[src/rtl/core/bcpu_pkg.sv]
// ----------------------------------------------------------------------------
// bcpu_pkg
// Shared types and operation codes for the byte CPU execute unit.
// ----------------------------------------------------------------------------
package bcpu_pkg;

  localparam logic [5:0] OP_LDA = 6'd0;
  localparam logic [5:0] OP_LDX = 6'd1;
  localparam logic [5:0] OP_LDY = 6'd2;
  localparam logic [5:0] OP_STA = 6'd3;
  localparam logic [5:0] OP_STX = 6'd4;
  localparam logic [5:0] OP_STY = 6'd5;
  localparam logic [5:0] OP_TAX = 6'd6;
  localparam logic [5:0] OP_TAY = 6'd7;
  localparam logic [5:0] OP_TXA = 6'd8;
  localparam logic [5:0] OP_TYA = 6'd9;
  localparam logic [5:0] OP_TSX = 6'd10;
  localparam logic [5:0] OP_TXS = 6'd11;
  localparam logic [5:0] OP_INX = 6'd12;
  localparam logic [5:0] OP_INY = 6'd13;
  localparam logic [5:0] OP_DEX = 6'd14;
  localparam logic [5:0] OP_DEY = 6'd15;
  localparam logic [5:0] OP_INC = 6'd16;
  localparam logic [5:0] OP_DEC = 6'd17;
  localparam logic [5:0] OP_ORA = 6'd18;
  localparam logic [5:0] OP_AND = 6'd19;
  localparam logic [5:0] OP_EOR = 6'd20;
  localparam logic [5:0] OP_ADC = 6'd21;
  localparam logic [5:0] OP_SBC = 6'd22;
  localparam logic [5:0] OP_CMP = 6'd23;
  localparam logic [5:0] OP_CPX = 6'd24;
  localparam logic [5:0] OP_CPY = 6'd25;
  localparam logic [5:0] OP_BIT = 6'd26;
  localparam logic [5:0] OP_ASL = 6'd27;
  localparam logic [5:0] OP_LSR = 6'd28;
  localparam logic [5:0] OP_ROL = 6'd29;
  localparam logic [5:0] OP_ROR = 6'd30;
  localparam logic [5:0] OP_CLC = 6'd31;
  localparam logic [5:0] OP_SEC = 6'd32;
  localparam logic [5:0] OP_CLI = 6'd33;
  localparam logic [5:0] OP_SEI = 6'd34;
  localparam logic [5:0] OP_CLV = 6'd35;
  localparam logic [5:0] OP_CLD = 6'd36;
  localparam logic [5:0] OP_SED = 6'd37;
  localparam logic [5:0] OP_BPL = 6'd38;
  localparam logic [5:0] OP_BMI = 6'd39;
  localparam logic [5:0] OP_BVC = 6'd40;
  localparam logic [5:0] OP_BVS = 6'd41;
  localparam logic [5:0] OP_BCC = 6'd42;
  localparam logic [5:0] OP_BCS = 6'd43;
  localparam logic [5:0] OP_BNE = 6'd44;
  localparam logic [5:0] OP_BEQ = 6'd45;
  localparam logic [5:0] OP_PHA = 6'd46;
  localparam logic [5:0] OP_PHP = 6'd47;
  localparam logic [5:0] OP_PLA = 6'd48;
  localparam logic [5:0] OP_PLP = 6'd49;
  localparam logic [5:0] OP_ANC = 6'd50;
  localparam logic [5:0] OP_ALR = 6'd51;
  localparam logic [5:0] OP_ARR = 6'd52;
  localparam logic [5:0] OP_ATX = 6'd53;

  localparam logic [7:0] SP_RESET    = 8'hFD;
  localparam logic [7:0] FLAGS_RESET = 8'h24;
  localparam logic [7:0] ATX_MAGIC   = 8'hEE;

  localparam int FLAG_C = 0;
  localparam int FLAG_Z = 1;
  localparam int FLAG_I = 2;
  localparam int FLAG_D = 3;
  localparam int FLAG_B = 4;
  localparam int FLAG_U = 5;
  localparam int FLAG_V = 6;
  localparam int FLAG_N = 7;

  typedef struct packed {
    logic [5:0]  kind;
    logic [7:0]  operand;
    logic [15:0] pc;
  } in_item_t;

  typedef struct packed {
    logic [7:0]  data_out;
    logic        data_valid;
    logic [8:0]  stack_address;
    logic        branch_taken;
    logic [15:0] next_pc;
    logic [7:0]  acc;
    logic [7:0]  index_x;
    logic [7:0]  index_y;
    logic [7:0]  stack_ptr;
    logic [7:0]  status;
  } out_item_t;

  typedef struct packed {
    logic [7:0] a;
    logic [7:0] x;
    logic [7:0] y;
    logic [7:0] sp;
    logic [7:0] p;
  } arch_state_t;

endpackage

[src/rtl/core/bcpu_if.sv]
// ----------------------------------------------------------------------------
// bcpu_in_if / bcpu_out_if
// Valid/ready channels for operation and result transactions.
// ----------------------------------------------------------------------------
interface bcpu_in_if;
  logic              valid;
  logic              ready;
  bcpu_pkg::in_item_t payload;
  modport source (output valid, output payload, input ready);
  modport sink   (input valid, input payload, output ready);
endinterface

interface bcpu_out_if;
  logic               valid;
  logic               ready;
  bcpu_pkg::out_item_t payload;
  modport source (output valid, output payload, input ready);
  modport sink   (input valid, input payload, output ready);
endinterface

[src/rtl/core/bcpu_alu.sv]
// ----------------------------------------------------------------------------
// bcpu_alu
// Combinational execute logic: one operation on the register file.
// ----------------------------------------------------------------------------
module bcpu_alu (
  input  bcpu_pkg::in_item_t    item,
  input  bcpu_pkg::arch_state_t st,
  output bcpu_pkg::arch_state_t st_nxt,
  output bcpu_pkg::out_item_t   res
);

  logic [7:0] m;
  logic [7:0] p;
  logic       c_in;
  logic [8:0] sum;
  logic [7:0] add_m;
  logic [7:0] r;
  logic [8:0] cmp_d;
  logic [7:0] cmp_reg;
  logic [2:0] bsel;
  logic       bflag;
  logic [7:0] dout;
  logic       dvalid;
  logic       stack_op;
  logic [7:0] saddr_lo;
  logic       taken;
  logic [15:0] pc1;

  always_comb begin
    m        = item.operand;
    st_nxt   = st;
    p        = st.p;
    c_in     = st.p[bcpu_pkg::FLAG_C];
    dout     = 8'h00;
    dvalid   = 1'b0;
    stack_op = 1'b0;
    saddr_lo = st.sp;
    taken    = 1'b0;
    pc1      = item.pc + 16'd1;
    add_m    = (item.kind == bcpu_pkg::OP_SBC) ? ~m : m;
    sum      = {1'b0, st.a} + {1'b0, add_m} + {8'h00, c_in};
    r        = 8'h00;
    bsel     = 3'(item.kind - bcpu_pkg::OP_BPL);
    case (bsel[2:1])
      2'd0:    bflag = st.p[bcpu_pkg::FLAG_N];
      2'd1:    bflag = st.p[bcpu_pkg::FLAG_V];
      2'd2:    bflag = st.p[bcpu_pkg::FLAG_C];
      default: bflag = st.p[bcpu_pkg::FLAG_Z];
    endcase
    case (item.kind)
      bcpu_pkg::OP_CPX: cmp_reg = st.x;
      bcpu_pkg::OP_CPY: cmp_reg = st.y;
      default:          cmp_reg = st.a;
    endcase
    cmp_d = {1'b0, cmp_reg} - {1'b0, m};

    case (item.kind)
      bcpu_pkg::OP_LDA: r = m;
      bcpu_pkg::OP_LDX: r = m;
      bcpu_pkg::OP_LDY: r = m;
      bcpu_pkg::OP_TAX, bcpu_pkg::OP_TAY: r = st.a;
      bcpu_pkg::OP_TXA: r = st.x;
      bcpu_pkg::OP_TYA: r = st.y;
      bcpu_pkg::OP_TSX: r = st.sp;
      bcpu_pkg::OP_INX: r = st.x + 8'd1;
      bcpu_pkg::OP_INY: r = st.y + 8'd1;
      bcpu_pkg::OP_DEX: r = st.x - 8'd1;
      bcpu_pkg::OP_DEY: r = st.y - 8'd1;
      bcpu_pkg::OP_INC: r = m + 8'd1;
      bcpu_pkg::OP_DEC: r = m - 8'd1;
      bcpu_pkg::OP_ORA: r = st.a | m;
      bcpu_pkg::OP_AND, bcpu_pkg::OP_ANC: r = st.a & m;
      bcpu_pkg::OP_EOR: r = st.a ^ m;
      bcpu_pkg::OP_ADC, bcpu_pkg::OP_SBC: r = sum[7:0];
      bcpu_pkg::OP_ASL: r = {m[6:0], 1'b0};
      bcpu_pkg::OP_LSR: r = {1'b0, m[7:1]};
      bcpu_pkg::OP_ROL: r = {m[6:0], c_in};
      bcpu_pkg::OP_ROR: r = {c_in, m[7:1]};
      bcpu_pkg::OP_PLA: r = m;
      bcpu_pkg::OP_ALR: r = {1'b0, st.a[7:1] & m[7:1]};
      bcpu_pkg::OP_ARR: r = {c_in, st.a[7:1] & m[7:1]};
      bcpu_pkg::OP_ATX: r = (st.a | bcpu_pkg::ATX_MAGIC) & m;
      default: r = 8'h00;
    endcase

    case (item.kind)
      bcpu_pkg::OP_LDA, bcpu_pkg::OP_TXA, bcpu_pkg::OP_TYA, bcpu_pkg::OP_ORA,
      bcpu_pkg::OP_AND, bcpu_pkg::OP_EOR, bcpu_pkg::OP_ANC, bcpu_pkg::OP_ALR,
      bcpu_pkg::OP_ARR: begin
        st_nxt.a = r;
        p[bcpu_pkg::FLAG_Z] = (r == 8'h00);
        p[bcpu_pkg::FLAG_N] = r[7];
        if (item.kind == bcpu_pkg::OP_ANC) p[bcpu_pkg::FLAG_C] = r[7];
        if (item.kind == bcpu_pkg::OP_ALR) p[bcpu_pkg::FLAG_C] = st.a[0] & m[0];
        if (item.kind == bcpu_pkg::OP_ARR) begin
          p[bcpu_pkg::FLAG_C] = r[6];
          p[bcpu_pkg::FLAG_V] = r[6] ^ r[5];
        end
      end
      bcpu_pkg::OP_LDX, bcpu_pkg::OP_TAX, bcpu_pkg::OP_TSX, bcpu_pkg::OP_INX,
      bcpu_pkg::OP_DEX: begin
        st_nxt.x = r;
        p[bcpu_pkg::FLAG_Z] = (r == 8'h00);
        p[bcpu_pkg::FLAG_N] = r[7];
      end
      bcpu_pkg::OP_LDY, bcpu_pkg::OP_TAY, bcpu_pkg::OP_INY, bcpu_pkg::OP_DEY: begin
        st_nxt.y = r;
        p[bcpu_pkg::FLAG_Z] = (r == 8'h00);
        p[bcpu_pkg::FLAG_N] = r[7];
      end
      bcpu_pkg::OP_STA: begin dout = st.a; dvalid = 1'b1; end
      bcpu_pkg::OP_STX: begin dout = st.x; dvalid = 1'b1; end
      bcpu_pkg::OP_STY: begin dout = st.y; dvalid = 1'b1; end
      bcpu_pkg::OP_TXS: st_nxt.sp = st.x;
      bcpu_pkg::OP_INC, bcpu_pkg::OP_DEC, bcpu_pkg::OP_ASL, bcpu_pkg::OP_LSR,
      bcpu_pkg::OP_ROL, bcpu_pkg::OP_ROR: begin
        dout = r;
        dvalid = 1'b1;
        p[bcpu_pkg::FLAG_Z] = (r == 8'h00);
        p[bcpu_pkg::FLAG_N] = r[7];
        if (item.kind == bcpu_pkg::OP_ASL || item.kind == bcpu_pkg::OP_ROL)
          p[bcpu_pkg::FLAG_C] = m[7];
        if (item.kind == bcpu_pkg::OP_LSR || item.kind == bcpu_pkg::OP_ROR)
          p[bcpu_pkg::FLAG_C] = m[0];
      end
      bcpu_pkg::OP_ADC, bcpu_pkg::OP_SBC: begin
        st_nxt.a = r;
        p[bcpu_pkg::FLAG_C] = sum[8];
        p[bcpu_pkg::FLAG_V] = ~(st.a[7] ^ add_m[7]) & (st.a[7] ^ r[7]);
        p[bcpu_pkg::FLAG_Z] = (r == 8'h00);
        p[bcpu_pkg::FLAG_N] = r[7];
      end
      bcpu_pkg::OP_CMP, bcpu_pkg::OP_CPX, bcpu_pkg::OP_CPY: begin
        p[bcpu_pkg::FLAG_C] = ~cmp_d[8];
        p[bcpu_pkg::FLAG_Z] = (cmp_d[7:0] == 8'h00);
        p[bcpu_pkg::FLAG_N] = cmp_d[7];
      end
      bcpu_pkg::OP_BIT: begin
        p[bcpu_pkg::FLAG_V] = m[6];
        p[bcpu_pkg::FLAG_N] = m[7];
        p[bcpu_pkg::FLAG_Z] = ((m & st.a) == 8'h00);
      end
      bcpu_pkg::OP_CLC: p[bcpu_pkg::FLAG_C] = 1'b0;
      bcpu_pkg::OP_SEC: p[bcpu_pkg::FLAG_C] = 1'b1;
      bcpu_pkg::OP_CLI: p[bcpu_pkg::FLAG_I] = 1'b0;
      bcpu_pkg::OP_SEI: p[bcpu_pkg::FLAG_I] = 1'b1;
      bcpu_pkg::OP_CLV: p[bcpu_pkg::FLAG_V] = 1'b0;
      bcpu_pkg::OP_CLD: p[bcpu_pkg::FLAG_D] = 1'b0;
      bcpu_pkg::OP_SED: p[bcpu_pkg::FLAG_D] = 1'b1;
      bcpu_pkg::OP_BPL, bcpu_pkg::OP_BMI, bcpu_pkg::OP_BVC, bcpu_pkg::OP_BVS,
      bcpu_pkg::OP_BCC, bcpu_pkg::OP_BCS, bcpu_pkg::OP_BNE, bcpu_pkg::OP_BEQ:
        taken = bsel[0] ? bflag : ~bflag;
      bcpu_pkg::OP_PHA, bcpu_pkg::OP_PHP: begin
        stack_op = 1'b1;
        dvalid   = 1'b1;
        dout     = (item.kind == bcpu_pkg::OP_PHA) ? st.a : (st.p | 8'h30);
        st_nxt.sp = st.sp - 8'd1;
      end
      bcpu_pkg::OP_PLA: begin
        st_nxt.sp = st.sp + 8'd1;
        stack_op  = 1'b1;
        st_nxt.a  = r;
        p[bcpu_pkg::FLAG_Z] = (r == 8'h00);
        p[bcpu_pkg::FLAG_N] = r[7];
      end
      bcpu_pkg::OP_PLP: begin
        st_nxt.sp = st.sp + 8'd1;
        stack_op  = 1'b1;
        p = m;
      end
      bcpu_pkg::OP_ATX: begin
        st_nxt.a = r;
        st_nxt.x = r;
        p[bcpu_pkg::FLAG_Z] = (r == 8'h00);
        p[bcpu_pkg::FLAG_N] = r[7];
      end
      default: ;
    endcase

    p[bcpu_pkg::FLAG_U] = 1'b1;
    p[bcpu_pkg::FLAG_B] = 1'b0;
    st_nxt.p = p;

    // Push addresses the old SP; pull and non-stack ops show the new SP.
    if (stack_op && (item.kind == bcpu_pkg::OP_PHA || item.kind == bcpu_pkg::OP_PHP))
      saddr_lo = st.sp;
    else
      saddr_lo = st_nxt.sp;

    res.data_out      = dout;
    res.data_valid    = dvalid;
    res.stack_address = {1'b1, saddr_lo};
    res.branch_taken  = taken;
    res.next_pc       = taken ? (pc1 + {{8{m[7]}}, m}) : pc1;
    res.acc           = st_nxt.a;
    res.index_x       = st_nxt.x;
    res.index_y       = st_nxt.y;
    res.stack_ptr     = st_nxt.sp;
    res.status        = st_nxt.p;
  end

endmodule

[src/rtl/core/byte_cpu_execute_unit.sv]
// ----------------------------------------------------------------------------
// byte_cpu_execute_unit
// Execute stage of a 6502-style byte CPU with its register file.
// ----------------------------------------------------------------------------
//  channel | direction | payload
//  in_     | sink      | kind, operand, pc
//  out_    | source    | data_out .. status (registers after the operation)
//
//  One transaction per cycle unless out_ stalls: the operation executes in
//  the ALU logic between the architectural registers and the result register.
//  Reset clears A, X, Y, sets SP to 0xFD and flags to 0x24; no result pending.
//  A stall on out_ holds the result; in_ stays ready while the result
//  register is empty or being drained in the same cycle.
module byte_cpu_execute_unit (
  input logic   clk,
  input logic   rst_n,
  bcpu_in_if.sink    in_ch,
  bcpu_out_if.source out_ch
);

  bcpu_pkg::arch_state_t st_r;
  bcpu_pkg::arch_state_t st_nxt;
  bcpu_pkg::out_item_t   res_r;
  bcpu_pkg::out_item_t   res_nxt;
  logic                  res_vld_r;
  logic                  take;

  // Advance whenever the result slot is free or drains this cycle.
  assign in_ch.ready = ~res_vld_r | out_ch.ready;
  assign take        = in_ch.valid & in_ch.ready;

  bcpu_alu u_alu (
    .item   (in_ch.payload),
    .st     (st_r),
    .st_nxt (st_nxt),
    .res    (res_nxt)
  );

  always_ff @(posedge clk) begin
    if (!rst_n) begin
      st_r.a    <= 8'h00;
      st_r.x    <= 8'h00;
      st_r.y    <= 8'h00;
      st_r.sp   <= bcpu_pkg::SP_RESET;
      st_r.p    <= bcpu_pkg::FLAGS_RESET;
      res_vld_r <= 1'b0;
    end else begin
      if (take) begin
        st_r      <= st_nxt;
        res_vld_r <= 1'b1;
      end else if (out_ch.ready) begin
        res_vld_r <= 1'b0;
      end
    end
  end

  always_ff @(posedge clk) begin
    if (take) res_r <= res_nxt;
  end

  assign out_ch.valid   = res_vld_r;
  assign out_ch.payload = res_r;

endmodule
[src/flat_wrapper.sv]
// flat-port wrapper written by rule: the top's interface ports become plain ports
module byte_cpu_execute_unit_flat 
  (clk, rst_n, in_ch_valid, in_ch_payload, in_ch_ready, out_ch_valid, out_ch_payload, out_ch_ready);
  bcpu_in_if in_ch_i ();
  bcpu_out_if out_ch_i ();
  input logic clk;
  input logic rst_n;
  input wire logic [$bits(in_ch_i.valid)-1:0] in_ch_valid;
  input wire logic [$bits(in_ch_i.payload)-1:0] in_ch_payload;
  output wire logic [$bits(in_ch_i.ready)-1:0] in_ch_ready;
  output wire logic [$bits(out_ch_i.valid)-1:0] out_ch_valid;
  output wire logic [$bits(out_ch_i.payload)-1:0] out_ch_payload;
  input wire logic [$bits(out_ch_i.ready)-1:0] out_ch_ready;
  assign in_ch_i.valid = in_ch_valid;
  assign in_ch_i.payload = in_ch_payload;
  assign in_ch_ready = in_ch_i.ready;
  assign out_ch_valid = out_ch_i.valid;
  assign out_ch_payload = out_ch_i.payload;
  assign out_ch_i.ready = out_ch_ready;
  byte_cpu_execute_unit u_core (.clk(clk), .rst_n(rst_n), .in_ch(in_ch_i), .out_ch(out_ch_i));
endmodule
[config.mk]
export PLATFORM = sky130hd
export DESIGN_NAME = byte_cpu_execute_unit_flat
export DESIGN_NICKNAME = d
export VERILOG_FILES = /design/src/rtl/core/bcpu_pkg.sv /design/src/rtl/core/bcpu_if.sv /design/src/rtl/core/bcpu_alu.sv /design/src/rtl/core/byte_cpu_execute_unit.sv /design/src/flat_wrapper.sv
export SDC_FILE = /design/constraint.sdc
export NUM_CORES = 1
export LEC_CHECK = 0
export ABC_AREA = 0
export BUFFER_PORTS_ARGS = -buffer_cell sky130_fd_sc_hd__buf_4
export CORE_ASPECT_RATIO = 0.8
export CORE_MARGIN = 2
export CORE_UTILIZATION = 60
export CTS_CLUSTER_SIZE = 10
export DETAILED_ROUTE_END_ITERATION = 12
export PLACE_DENSITY = 0.81
export SYNTH_ARGS = -nofsm -noshare
export SYNTH_HDL_FRONTEND = slang
export SYNTH_HIERARCHICAL = 1
export SYNTH_SLANG_ARGS = --single-unit
[constraint.sdc]
create_clock -name clk -period 7.1 [get_ports clk]
set_input_delay 0.71 -clock clk [delete_from_list [all_inputs] [get_ports clk]]
set_output_delay 0.71 -clock clk [all_outputs]
set_load 0.02 [all_outputs]
==> results by group <==
Floorplanning
  – Die ar.: approximately 0.018 mm2
  – Core area: 0.0164 mm2
  – Starting Density: between 60% and 70%
  – IO Count: approximately 110
  – Die height: 120 um
  – FP Rows: 42
  – DIE WIDTH: roughly 150 um

Detailed routing
  – Vias: roughly 9.4k
  – Drt initial violations: 1367
  – DR WL/cell: roughly 24 um
  – Via/cell ratio: 6.81
  – Routed wire length: about 34000 um
  – DRC: 0
  – Drt pass-1 iters: 6
  – Post-route ant nets: 0

CTS
  – Total setup buffers inserted after CTS: 0
  – CTS Buf Count: 17
  – Clk_lat worst skew: 0.42 ns
  – Post-CTS Hold Buffers: 0
  – Post-cts sizing count: 0
  – CTS sink cnt: 114
  – Clock Pin Slew Worst Setup and Hold Paths: 0.05 ns
  – H-tree levels: 4
  – CTS tree: yes
  – Root Driver: clkbuf_16
  – CTS Buffer Depth: 2

Worst setup path
  – Critical path required time: 7.44 ns
  – Critical path type: in2reg
  – R2r worst-path depth: 13
  – CP Launch Type: primary input
  – Worst reg2reg path startpoint: u_core/st_r[0]
  – Worst-path maximum fanout: 50
  – CP cell instances: buf_4, nor2b_1, nand2_1, nor2_1, ha_1, a21o_1, a21oi_1, xnor2_1, a2bb2oi_1, o21ai_0, or3_4, nor4_2, nand4b_1, o31ai_2, nand2_1, mux2i_1
  – Flop2flop setup slack: between 3 and 4 ns
  – CP endpoint: u_core/st_r[1]
  – CP most frequent cell: nand2_1
  – CP max stage cell: nor2b_1
  – CP arrival: a little over 5 ns
  – Critical Path End Type: register
  – Worst path max stage delay: 0.54 ns
  – Crit path launch: in_ch_payload[24]
  – FF-to-FF End: u_core/st_r[1]

Finish
  – Area Overhead vs Synth: 11.4%
  – Layout fillers: about 1.3k
  – Sequential Area: a little over 0.003 mm2
  – # diodes: 0
  – Most frequent cells in the layout: nand2_1, buf_4, edfxtp_1
  – Nets@finish: 1264
  – Share of cells above drive strength 1: between 15 and 20%
  – Area of the multi-input gates: 0.00616 mm2
  – Commonest non-fill, non-tap cell in the layout: nand2_1

STA
  – Fin crit period: 4.69 ns
  – Slew headroom: roughly a fifth
  – Crit share post-route: about two thirds
  – RSZ-0062 raised after global routing: no
  – Final Hold Viols: 0
  – Fmax achieved: approximately 210 MHz
  – Slew Limit Fails: 0
  – Max Clock Skew: 0.0114 ns
  – Setup violators final: 0
  – Setup TNS: 0 ns
  – Worst-Margin Slew: between 1 and 1.5 ns

Place
  – Final Wtd Congestion: roughly 0.98
  – Hpwl dp: around 24000 um
  – Port bufs: between 100 and 150

Synth
  – Yosys warnings: 6
  – Avg Synthesized Cell Area: between 8 and 9 um2
  – Synth Instances: ~1.1k
  – Synth Cell Area: ~0.01 mm2

Outcome
  – Outcome: completed

Power
  – PwrDens: around 190 mW/mm2
  – P_leak: about 0.0047 uW
  – Max IR drop VDD: around 190 uV
  – Overall Power: 2150 uW

Min path
  – Min-Delay Path Class: reg2reg
  – WHS Path Cells: 2

Global route
  – Largest net degree at the start of global routing: 70
  – Number of global-route vias before repair: between 8k and 9k
  – Total global-route track usage: between 30% and 40%
  – Gr ovfl total: 0
  – First-pass GRT wire length: approximately 51000 um
  – Initial antenna violation count: 0

Run
  – Max-cap violations: 0
## power by group
| group | total (uW) | leakage (uW) | internal (uW) | switching [uW] |
|---|---|---|---|---|
| clock | 924 | 0.000317 | 599 | 325 |
| combinational | 452 | 0.00330 | 170 | 282 |
| sequential | 777 | 0.00105 | 750 | 26.9 |
## flip-flops by register name, indices dropped and copies added (netlist names)
register               cells
u_core/out_ch.payload     75
u_core/st_r               38
u_core/out_ch.valid        1
## cell type report
type                       count  area share [%]
multi-input combinational    859            55.3
sequential                   114            27.2
timing repair buffer         115            7.74
clock buffer                  20            4.29
tap                          220            2.47
clock inverter                12            1.52
inverter                      44            1.50
## layer usage
layer / part of all wire (%) / routed length, um / global-route usage (%) / up-vias
met5: 0 / 0 / 0 / -
met4: 3.9 / 1320 / 14.6 / 0
met3: 12 / 4130 / 7.15 / 113
met2: 42 / 14300 / 54.8 / 744
met1: 41 / 13900 / 55.4 / 4437
li1: - / - / - / 4127
## metrics by stage
step | hold slack, ns | area [um2] | instances | utilization, % | worst slack [ns]
floorplan | 0.456 | 10000 | 1115 | - | 2.87
global placement | 0.479 | 10500 | 1352 | 63.8 | 2.27
detailed placement | 0.486 | 10500 | 1352 | 63.8 | 2.19
CTS | 0.493 | 11100 | 1384 | 67.8 | 2.61
global route | 0.519 | 11100 | 1384 | 67.8 | 2.19
finish | 0.496 | 11100 | 1384 | 67.8 | 2.41
## critical path: cells and delay by family
kind            cells  cell delay (ns)
mux                 1             0.14
compound gates      5             0.95
simple gates        7             2.18
buf+inv             1             0.51
xor+xnor            1             0.12
fa+ha+maj           1             0.39
## worst min-delay path by stage
stage / startpoint / endpoint / slack (ns)
final: u_core/st_r[6] / u_core/st_r[6] / 0.50
after global routing: u_core/st_r[6] / u_core/st_r[6] / 0.52
after CTS: u_core/st_r[6] / u_core/st_r[6] / 0.49
after detailed placement: u_core/st_r[6] / u_core/st_r[6] / 0.49
after global placement: u_core/st_r[6] / u_core/st_r[6] / 0.48
after floorplan: u_core/st_r[7] / u_core/st_r[7] / 0.46
(Power assumes the default switching activity.)
